### src/site_pkg.sv
// ----------------------------------------------------------------------------
// site_pkg
// Shared types, constants and helpers for the scroll interpolator with
// tile-edge refresh detection.
// ----------------------------------------------------------------------------
package site_pkg;

	// default parameter values
	localparam int PANES_DEF      = 2;
	localparam int TILE_SHIFT_DEF = 3;

	// fixed field widths
	localparam int POS_W   = 16;
	localparam int TIME_W  = 16;
	localparam int CLK_W   = 32;
	localparam int TILE_W  = 14;
	localparam int OFF_W   = 48;
	localparam int NUM_W   = 32;
	localparam int DEN_W   = 16;
	localparam int CIDX_W  = 2;

	// divider retires two quotient bits per cycle
	localparam int DIV_STEPS = NUM_W / 2;
	localparam int DCNT_W    = $clog2(DIV_STEPS);

	// configuration register indexes
	localparam logic [CIDX_W-1:0] CFG_X_OFF = 2'd0;
	localparam logic [CIDX_W-1:0] CFG_Y_OFF = 2'd1;

	// direction codes, also the byte index into an offset register
	localparam logic [1:0] DIR_DEC  = 2'd0;
	localparam logic [1:0] DIR_HOLD = 2'd1;
	localparam logic [1:0] DIR_INC  = 2'd2;

	// byte offset of the row offsets within an offset register
	localparam logic [2:0] ROW_BASE = 3'd3;

	typedef struct packed {
		logic busy;
		logic done;
	} div_sts_t;

	typedef struct packed {
		logic              col_ref;
		logic [TILE_W-1:0] col_tx;
		logic [TILE_W-1:0] col_ty;
		logic              row_ref;
		logic [TILE_W-1:0] row_tx;
		logic [TILE_W-1:0] row_ty;
	} res_t;

	// signed byte k of a six-byte offset word
	function automatic logic signed [7:0] edge_off(input logic [OFF_W-1:0] word,
		input logic [2:0] k);
		edge_off = $signed(word[8*k +: 8]);
	endfunction

endpackage

### src/scroll_interpolate_tile_edge.sv
// ----------------------------------------------------------------------------
// scroll_interpolate_tile_edge
// Pane scroll interpolator with tile-edge column/row refresh requests.
// ----------------------------------------------------------------------------
// Each input request steps one pane: the position is interpolated linearly
// from (from_x, from_y) to (to_x, to_y) over [begin_time, finish_time] and
// held at the end point once the scene clock reaches finish_time; a zero
// duration gives no displacement. The new 8-pixel tile (pos >>> TILE_SHIFT)
// is compared with the tile of the position last drawn for that pane, and a
// changed X tile raises a column refresh, a changed Y tile a row refresh, each
// at the new tile plus a signed edge offset picked by the direction of motion
// (byte 0..2 column, 3..5 row, indexed dec/hold/inc). Tile fields read zero
// when their refresh flag is clear. Both axes share one 32/16 divider that
// retires two quotient bits per cycle; each axis passes the multiply, divider
// start, divider wait and position states, then a tile state ends the request.
// The input is not ready while a request is in flight; a finished result
// waits in the output register and does not block the next request until
// its own tile cycle. Edge offsets are to be written on the cfg port while
// the block is idle, which it does not enforce; drawn positions reset to zero.
// ----------------------------------------------------------------------------
module scroll_interpolate_tile_edge #(
	parameter int PANES      = site_pkg::PANES_DEF,
	parameter int TILE_SHIFT = site_pkg::TILE_SHIFT_DEF
) (
	input  logic                          clk,
	input  logic                          arst_n,
	// configuration write channel
	input  logic                          cfg_valid,
	output logic                          cfg_ready,
	input  logic [site_pkg::CIDX_W-1:0]   cfg_index,
	input  logic [site_pkg::OFF_W-1:0]    cfg_data,
	// request stream
	input  logic                          s_tvalid,
	output logic                          s_tready,
	// [31:0] scene_clock, [47:32] begin_time, [63:48] finish_time,
	// [79:64] from_x, [95:80] from_y, [111:96] to_x, [127:112] to_y
	input  logic [127:0]                  s_tdata,
	// [0] pane
	input  logic                          s_tuser,
	// result stream
	output logic                          m_tvalid,
	input  logic                          m_tready,
	// [15:0] pos_x, [31:16] pos_y, [32] column_refresh, [46:33] column_tile_x,
	// [60:47] column_tile_y, [61] row_refresh, [75:62] row_tile_x,
	// [89:76] row_tile_y, [95:90] zero
	output logic [95:0]                   m_tdata,
	// [0] pane_out
	output logic                          m_tuser
);

	localparam int PIDX_W = (PANES > 1) ? $clog2(PANES) : 1;

	// sequencer codes
	localparam logic [2:0] ST_IDLE   = 3'd0;
	localparam logic [2:0] ST_MUL    = 3'd1;
	localparam logic [2:0] ST_DSTART = 3'd2;
	localparam logic [2:0] ST_DIV    = 3'd3;
	localparam logic [2:0] ST_POS    = 3'd4;
	localparam logic [2:0] ST_TILE   = 3'd5;

	localparam int PW = site_pkg::POS_W;

	logic [2:0]                    state_q;
	logic                          axis_q;

	// configuration
	logic [site_pkg::OFF_W-1:0]    x_off_q, y_off_q;

	// request payload
	logic                          pane_q;
	logic [site_pkg::TIME_W-1:0]   el_q, dur_q;
	logic [PW-1:0]                 from_x_q, from_y_q, to_x_q, to_y_q;

	// per-axis working registers
	logic [site_pkg::NUM_W-1:0]    prod_q;
	logic [1:0]                    dir_x_q, dir_y_q;
	logic [PW-1:0]                 pos_x_q, pos_y_q;

	// drawn positions per pane
	logic [PW-1:0]                 drawn_x_q [PANES];
	logic [PW-1:0]                 drawn_y_q [PANES];
	logic [PIDX_W-1:0]             pidx;

	// output register
	logic                          m_valid_q;
	logic                          out_pane_q;
	logic [PW-1:0]                 out_x_q, out_y_q;
	site_pkg::res_t                out_res_q;

	// combinational
	logic                          s_acc, m_acc;
	logic [site_pkg::CLK_W-1:0]    in_clock;
	logic [site_pkg::TIME_W-1:0]   in_begin, in_finish;
	logic [PW-1:0]                 ax_from, ax_to;
	logic [PW:0]                   dif_up, dif_dn;
	logic [1:0]                    ax_dir, cur_dir;
	logic [PW-1:0]                 dif_mag;
	logic                          neg;
	logic [site_pkg::NUM_W-1:0]    mag;
	logic                          div_start;
	site_pkg::div_sts_t            div_sts;
	logic [site_pkg::NUM_W-1:0]    div_quo;
	logic [PW-1:0]                 q_lo, new_pos;
	site_pkg::res_t                tile_res;
	logic                          out_free;

	assign in_clock  = s_tdata[31:0];
	assign in_begin  = s_tdata[47:32];
	assign in_finish = s_tdata[63:48];

	assign s_tready  = (state_q == ST_IDLE);
	assign s_acc     = s_tvalid && s_tready;
	assign m_acc     = m_valid_q && m_tready;
	assign out_free  = !m_valid_q || m_tready;
	assign cfg_ready = 1'b1;

	assign pidx = (PANES > 1) ? PIDX_W'(pane_q) : '0;

	// current axis operands and direction
	always_comb begin
		ax_from = axis_q ? from_y_q : from_x_q;
		ax_to   = axis_q ? to_y_q   : to_x_q;
		dif_up  = {ax_to[PW-1], ax_to} - {ax_from[PW-1], ax_from};
		dif_dn  = {ax_from[PW-1], ax_from} - {ax_to[PW-1], ax_to};
		if ($signed(ax_from) < $signed(ax_to)) begin
			ax_dir = site_pkg::DIR_INC;
		end else if ($signed(ax_from) > $signed(ax_to)) begin
			ax_dir = site_pkg::DIR_DEC;
		end else begin
			ax_dir = site_pkg::DIR_HOLD;
		end
		dif_mag = (ax_dir == site_pkg::DIR_INC) ? dif_up[PW-1:0] : dif_dn[PW-1:0];
		cur_dir = axis_q ? dir_y_q : dir_x_q;
	end

	// product is read as two's complement; divide its magnitude
	always_comb begin
		neg       = prod_q[site_pkg::NUM_W-1];
		mag       = neg ? (~prod_q + 1'b1) : prod_q;
		div_start = (state_q == ST_DSTART);
	end

	site_div u_div (
		.clk    (clk),
		.arst_n (arst_n),
		.start  (div_start),
		.num    (mag),
		.den    (dur_q),
		.sts    (div_sts),
		.quo    (div_quo)
	);

	// only the low 16 bits of the quotient reach the position
	always_comb begin
		if (dur_q == '0) begin
			q_lo = '0;
		end else begin
			q_lo = neg ? (~div_quo[PW-1:0] + 1'b1) : div_quo[PW-1:0];
		end
		new_pos = (cur_dir == site_pkg::DIR_INC) ? (ax_from + q_lo) : (ax_from - q_lo);
	end

	site_tile #(
		.TILE_SHIFT (TILE_SHIFT)
	) u_tile (
		.pos_x   (pos_x_q),
		.pos_y   (pos_y_q),
		.drawn_x (drawn_x_q[pidx]),
		.drawn_y (drawn_y_q[pidx]),
		.dir_x   (dir_x_q),
		.dir_y   (dir_y_q),
		.x_off   (x_off_q),
		.y_off   (y_off_q),
		.res     (tile_res)
	);

	// configuration registers
	always_ff @(posedge clk or negedge arst_n) begin
		if (!arst_n) begin
			x_off_q <= '0;
			y_off_q <= '0;
		end else if (cfg_valid && cfg_ready) begin
			case (cfg_index)
				site_pkg::CFG_X_OFF: x_off_q <= cfg_data;
				site_pkg::CFG_Y_OFF: y_off_q <= cfg_data;
				default: ;
			endcase
		end
	end

	// sequencer
	always_ff @(posedge clk or negedge arst_n) begin
		if (!arst_n) begin
			state_q <= ST_IDLE;
			axis_q  <= 1'b0;
		end else begin
			case (state_q)
				ST_IDLE: begin
					if (s_acc) begin
						state_q <= ST_MUL;
						axis_q  <= 1'b0;
					end
				end
				ST_MUL:    state_q <= ST_DSTART;
				ST_DSTART: state_q <= ST_DIV;
				ST_DIV: begin
					if (div_sts.done) begin
						state_q <= ST_POS;
					end
				end
				ST_POS: begin
					if (axis_q) begin
						state_q <= ST_TILE;
					end else begin
						axis_q  <= 1'b1;
						state_q <= ST_MUL;
					end
				end
				ST_TILE: begin
					if (out_free) begin
						state_q <= ST_IDLE;
					end
				end
				default: state_q <= ST_IDLE;
			endcase
		end
	end

	// request capture and per-axis datapath
	always_ff @(posedge clk) begin
		if (s_acc) begin
			pane_q   <= s_tuser;
			dur_q    <= in_finish - in_begin;
			el_q     <= (in_clock < {16'd0, in_finish}) ? (in_clock[15:0] - in_begin)
			                                            : (in_finish - in_begin);
			from_x_q <= s_tdata[79:64];
			from_y_q <= s_tdata[95:80];
			to_x_q   <= s_tdata[111:96];
			to_y_q   <= s_tdata[127:112];
		end
		if (state_q == ST_MUL) begin
			prod_q <= site_pkg::NUM_W'(el_q) * site_pkg::NUM_W'(dif_mag);
			if (axis_q) begin
				dir_y_q <= ax_dir;
			end else begin
				dir_x_q <= ax_dir;
			end
		end
		if (state_q == ST_POS) begin
			if (axis_q) begin
				pos_y_q <= new_pos;
			end else begin
				pos_x_q <= new_pos;
			end
		end
	end

	// drawn positions
	always_ff @(posedge clk or negedge arst_n) begin
		if (!arst_n) begin
			for (int i = 0; i < PANES; i++) begin
				drawn_x_q[i] <= '0;
				drawn_y_q[i] <= '0;
			end
		end else if (state_q == ST_TILE && out_free) begin
			drawn_x_q[pidx] <= pos_x_q;
			drawn_y_q[pidx] <= pos_y_q;
		end
	end

	// output register
	always_ff @(posedge clk or negedge arst_n) begin
		if (!arst_n) begin
			m_valid_q <= 1'b0;
		end else if (state_q == ST_TILE && out_free) begin
			m_valid_q <= 1'b1;
		end else if (m_acc) begin
			m_valid_q <= 1'b0;
		end
	end

	always_ff @(posedge clk) begin
		if (state_q == ST_TILE && out_free) begin
			out_pane_q <= pane_q;
			out_x_q    <= pos_x_q;
			out_y_q    <= pos_y_q;
			out_res_q  <= tile_res;
		end
	end

	assign m_tvalid = m_valid_q;
	assign m_tuser  = out_pane_q;
	assign m_tdata  = {6'd0,
	                   out_res_q.row_ty, out_res_q.row_tx, out_res_q.row_ref,
	                   out_res_q.col_ty, out_res_q.col_tx, out_res_q.col_ref,
	                   out_y_q, out_x_q};

`ifndef SYNTHESIS
	// divider finishes only while the sequencer waits for it
	a_div_done_in_wait: assert property (@(posedge clk) disable iff (!arst_n)
		div_sts.done |-> (state_q == ST_DIV))
		else $error("divider done outside wait state");

	// an accepted request starts on the X axis
	a_accept_starts_x: assert property (@(posedge clk) disable iff (!arst_n)
		s_acc |=> (state_q == ST_MUL && !axis_q))
		else $error("accepted request did not start X axis");

	// a held result is never overwritten by the next one
	a_no_overwrite: assert property (@(posedge clk) disable iff (!arst_n)
		(state_q == ST_TILE && m_valid_q && !m_tready) |=>
		(state_q == ST_TILE && $stable(out_x_q) && $stable(out_y_q)))
		else $error("pending result overwritten");
`endif

endmodule

### src/site_div.sv
// ----------------------------------------------------------------------------
// site_div
// Shared unsigned 32/16 restoring divider, two quotient bits per cycle.
// ----------------------------------------------------------------------------
module site_div (
	input  logic                          clk,
	input  logic                          arst_n,
	input  logic                          start,
	input  logic [site_pkg::NUM_W-1:0]    num,
	input  logic [site_pkg::DEN_W-1:0]    den,
	output site_pkg::div_sts_t            sts,
	output logic [site_pkg::NUM_W-1:0]    quo
);

	logic [site_pkg::NUM_W-1:0]  num_q;
	logic [site_pkg::DEN_W-1:0]  den_q;
	logic [site_pkg::DEN_W-1:0]  rem_q;
	logic [site_pkg::DCNT_W-1:0] cnt_q;
	logic                        busy_q;
	logic                        done_q;

	logic [site_pkg::DEN_W:0]    t1, t2, d17;
	logic                        ge1, ge2;
	logic [site_pkg::DEN_W-1:0]  r1, r2;

	always_comb begin
		d17 = {1'b0, den_q};
		t1  = {rem_q, num_q[site_pkg::NUM_W-1]};
		ge1 = t1 >= d17;
		r1  = ge1 ? site_pkg::DEN_W'(t1 - d17) : t1[site_pkg::DEN_W-1:0];
		t2  = {r1, num_q[site_pkg::NUM_W-2]};
		ge2 = t2 >= d17;
		r2  = ge2 ? site_pkg::DEN_W'(t2 - d17) : t2[site_pkg::DEN_W-1:0];
	end

	always_ff @(posedge clk or negedge arst_n) begin
		if (!arst_n) begin
			busy_q <= 1'b0;
			done_q <= 1'b0;
			cnt_q  <= '0;
		end else begin
			done_q <= 1'b0;
			if (start) begin
				busy_q <= 1'b1;
				cnt_q  <= '0;
			end else if (busy_q) begin
				cnt_q <= cnt_q + 1'b1;
				if (cnt_q == site_pkg::DCNT_W'(site_pkg::DIV_STEPS - 1)) begin
					busy_q <= 1'b0;
					done_q <= 1'b1;
				end
			end
		end
	end

	// datapath, no reset needed
	always_ff @(posedge clk) begin
		if (start) begin
			num_q <= num;
			den_q <= den;
			rem_q <= '0;
		end else if (busy_q) begin
			num_q <= {num_q[site_pkg::NUM_W-3:0], ge1, ge2};
			rem_q <= r2;
		end
	end

	assign sts.busy = busy_q;
	assign sts.done = done_q;
	assign quo      = num_q;

endmodule

### src/site_tile.sv
// ----------------------------------------------------------------------------
// site_tile
// Tile change detection and edge-offset refresh coordinates.
// ----------------------------------------------------------------------------
module site_tile #(
	parameter int TILE_SHIFT = site_pkg::TILE_SHIFT_DEF
) (
	input  logic [site_pkg::POS_W-1:0] pos_x,
	input  logic [site_pkg::POS_W-1:0] pos_y,
	input  logic [site_pkg::POS_W-1:0] drawn_x,
	input  logic [site_pkg::POS_W-1:0] drawn_y,
	input  logic [1:0]                 dir_x,
	input  logic [1:0]                 dir_y,
	input  logic [site_pkg::OFF_W-1:0] x_off,
	input  logic [site_pkg::OFF_W-1:0] y_off,
	output site_pkg::res_t             res
);

	logic signed [site_pkg::POS_W-1:0] tx, ty, dtx, dty;
	logic signed [site_pkg::POS_W:0]   tx17, ty17;
	logic signed [site_pkg::POS_W:0]   ctx, cty, rtx, rty;
	logic                              col, row;

	always_comb begin
		tx   = $signed(pos_x) >>> TILE_SHIFT;
		ty   = $signed(pos_y) >>> TILE_SHIFT;
		dtx  = $signed(drawn_x) >>> TILE_SHIFT;
		dty  = $signed(drawn_y) >>> TILE_SHIFT;
		col  = tx != dtx;
		row  = ty != dty;
		tx17 = {tx[site_pkg::POS_W-1], tx};
		ty17 = {ty[site_pkg::POS_W-1], ty};
		ctx  = tx17 + (site_pkg::POS_W+1)'(site_pkg::edge_off(x_off, {1'b0, dir_x}));
		cty  = ty17 + (site_pkg::POS_W+1)'(site_pkg::edge_off(y_off, {1'b0, dir_y}));
		rtx  = tx17 + (site_pkg::POS_W+1)'(site_pkg::edge_off(x_off,
			site_pkg::ROW_BASE + {1'b0, dir_x}));
		rty  = ty17 + (site_pkg::POS_W+1)'(site_pkg::edge_off(y_off,
			site_pkg::ROW_BASE + {1'b0, dir_y}));

		res.col_ref = col;
		res.col_tx  = col ? ctx[site_pkg::TILE_W-1:0] : '0;
		res.col_ty  = col ? cty[site_pkg::TILE_W-1:0] : '0;
		res.row_ref = row;
		res.row_tx  = row ? rtx[site_pkg::TILE_W-1:0] : '0;
		res.row_ty  = row ? rty[site_pkg::TILE_W-1:0] : '0;
	end

endmodule
### config.mk
export PLATFORM = sky130hd
export DESIGN_NAME = scroll_interpolate_tile_edge
export DESIGN_NICKNAME = d
export VERILOG_FILES = /design/src/site_pkg.sv /design/src/scroll_interpolate_tile_edge.sv /design/src/site_div.sv /design/src/site_tile.sv
export SDC_FILE = /design/constraint.sdc
export NUM_CORES = 2
export LEC_CHECK = 0
export BUFFER_PORTS_ARGS = -buffer_cell sky130_fd_sc_hd__buf_2
export CORE_MARGIN = 5
export CORE_UTILIZATION = 45
export CTS_CLUSTER_SIZE = 16
export DETAILED_ROUTE_END_ITERATION = 10
export PLACE_DENSITY = 0.66
export SETUP_SLACK_MARGIN = 0.02
export SYNTH_ARGS = -nofsm -noshare
export SYNTH_HDL_FRONTEND = slang
export SYNTH_HIERARCHICAL = 1
export SYNTH_SLANG_ARGS = --single-unit
### constraint.sdc
create_clock -name clk -period 12.6 [get_ports clk]
set_clock_uncertainty 0.15 [all_clocks]
set_input_delay 2.52 -clock clk [delete_from_list [all_inputs] [get_ports clk]]
set_output_delay 2.52 -clock clk [all_outputs]
set_load 0.02 [all_outputs]
==> metrics <==
Hold WC Path Type register to register; Root Driver clkbuf_16; final RePlAce weighted congestion 0.918; most numerous cell on the critical path fa_1; Post-CTS Hold Buffers 0; crit path max-delay cell type dfrtp_2; DRC viols 0; initial antenna violation count 1; most frequent cells in the layout inv_1, edfxtp_1, ha_1; First DRT Iteration DRCs 1749; worst-skew pair later-pin latency 0.64 ns; CP bufs+invs 7; critical path depth 34; Mapped Area 37100 um2; CP delay by family, top adder cells; num rows 105; most common cell after layout, fill and taps aside inv_1; ANT nets after route 0; largest net degree at the start of global routing 95; first-pass GRT wire length around 150 mm; fin util 50.6%; r2r worst-path depth 34; crit-path max cell delay approximately 0.8 ns; fin nets 4409; cts repair resizes 0; core area 82000 um2; Crit. Startpoint axis_q$_DFFE_PN0P_; final critical-path share of the clock period 88.3%; Vias 26.8k; Final Max Slew Viols 0; post-DR vias/cell 5.53; fin crit period 11.13 ns; Syn. warnings 6; vias in the first global route between 20k and 30k; area grow syn2layout 11.8%; Critical Path Start Type register; crit path max fanout 34; post-CTS setup buffer count 0; crit path to prod_q[31]$_DFFE_PN_; Synth Area per Inst approximately 11 um2; Multi-input gate area 21700 um2; die height between 200 and 300 um; Crit. End Element register; relative slew slack 25.8%; htree depth 2; CTS max path bufs 3; gr usage total 20.9%; Mapped Cells about 3.5k; Final Setup Violations 0; R2R setup slack 1.47 ns; worst setup margin 1.47 ns; DRT Pass-1 Iters 6; Crit Path Category register to register; CTS tree built; worst r2r src axis_q$_DFFE_PN0P_; fmax roughly 90 MHz; Ports 284; layout cell share with drive strength beyond 1 18.5%; Final Hold Fails 0; final wirelength 94.9 mm; FF+latch area 13400 um2; hpwl dp 72.0 mm; CP Data Required Time 12.83 ns; total grt overflow 0; crit path DAT about 11 ns; worst-margin pin slew 1.11 ns; Reg clk slew, reported paths 0.06 ns; fill cell count between 7k and 8k; initial core utilization 45.3%; CTS buffer count 53; die area a little under 90000 um2; Reg-to-Reg End prod_q[31]$_DFFE_PN_; DR WL/cell 19.5 um; die span in x 297 um; setup_tns 0 ns; number of max-cap violations 0; status finished, final reports clean; unrepaired setup endpoints after global routing false; PortBufs 276; dpl ws ~1.6 ns; Clock Sinks roughly 480
-- per-layer routing --
layer	up-vias	GRT usage, %	wire length, um
met1	13200	27.2	40100
met2	695	36.0	46500
met4	0	6.76	3270
met5	-	0	0
li1	12800	-	-
met3	154	3.01	5050
-- per-stage QoR --
stage	std cells	area, um2	hold slack [ns]
floorplan	3509	37100	0.250
global placement	4752	39600	0.254
detailed placement	4752	39600	0.256
CTS	4852	41500	0.238
global route	4852	41500	0.254
finish	4854	41500	0.247
-- final cells by class --
| class | count | area share [%] |
|---|---|---|
| multi-input cells | 2510 | 52.4 |
| flip-flops and latches | 479 | 32.4 |
| repair buffers | 323 | 4.20 |
| clock buffers | 64 | 3.39 |
| inverters | 370 | 3.35 |
| well taps | 1070 | 3.23 |
| clock inverters | 36 | 1.06 |
| diodes | 2 | 0.0121 |
-- how the worst min path moves through the flow --
stage	from	end	slack, ns	cells after the start
after detailed placement	pos_x_q[2]$_DFFE_PP_	out_x_q[2]$_DFFE_PP_	0.26	0
after floorplan	pos_x_q[0]$_DFFE_PP_	out_x_q[0]$_DFFE_PP_	0.25	0
after global routing	pos_y_q[1]$_DFFE_PP_	out_y_q[1]$_DFFE_PP_	0.25	0
after global placement	pos_x_q[0]$_DFFE_PP_	out_x_q[0]$_DFFE_PP_	0.25	0
final	pos_y_q[1]$_DFFE_PP_	out_y_q[1]$_DFFE_PP_	0.25	0
after CTS	pos_y_q[1]$_DFFE_PP_	out_y_q[1]$_DFFE_PP_	0.24	0
-- state kept, by name, indices dropped and copies added (netlist names), 26 cells and up --
| register | count |
|---|---|
| drawn_x_q | 26 |
| drawn_y_q | 26 |
| m_tdata | 58 |
| prod_q | 32 |
| u_div/quo | 32 |
| x_off_q | 48 |
| y_off_q | 48 |
Power is not shown: default switching activity piles up to over one toggle a cycle in this logic, so the estimate is an artifact.
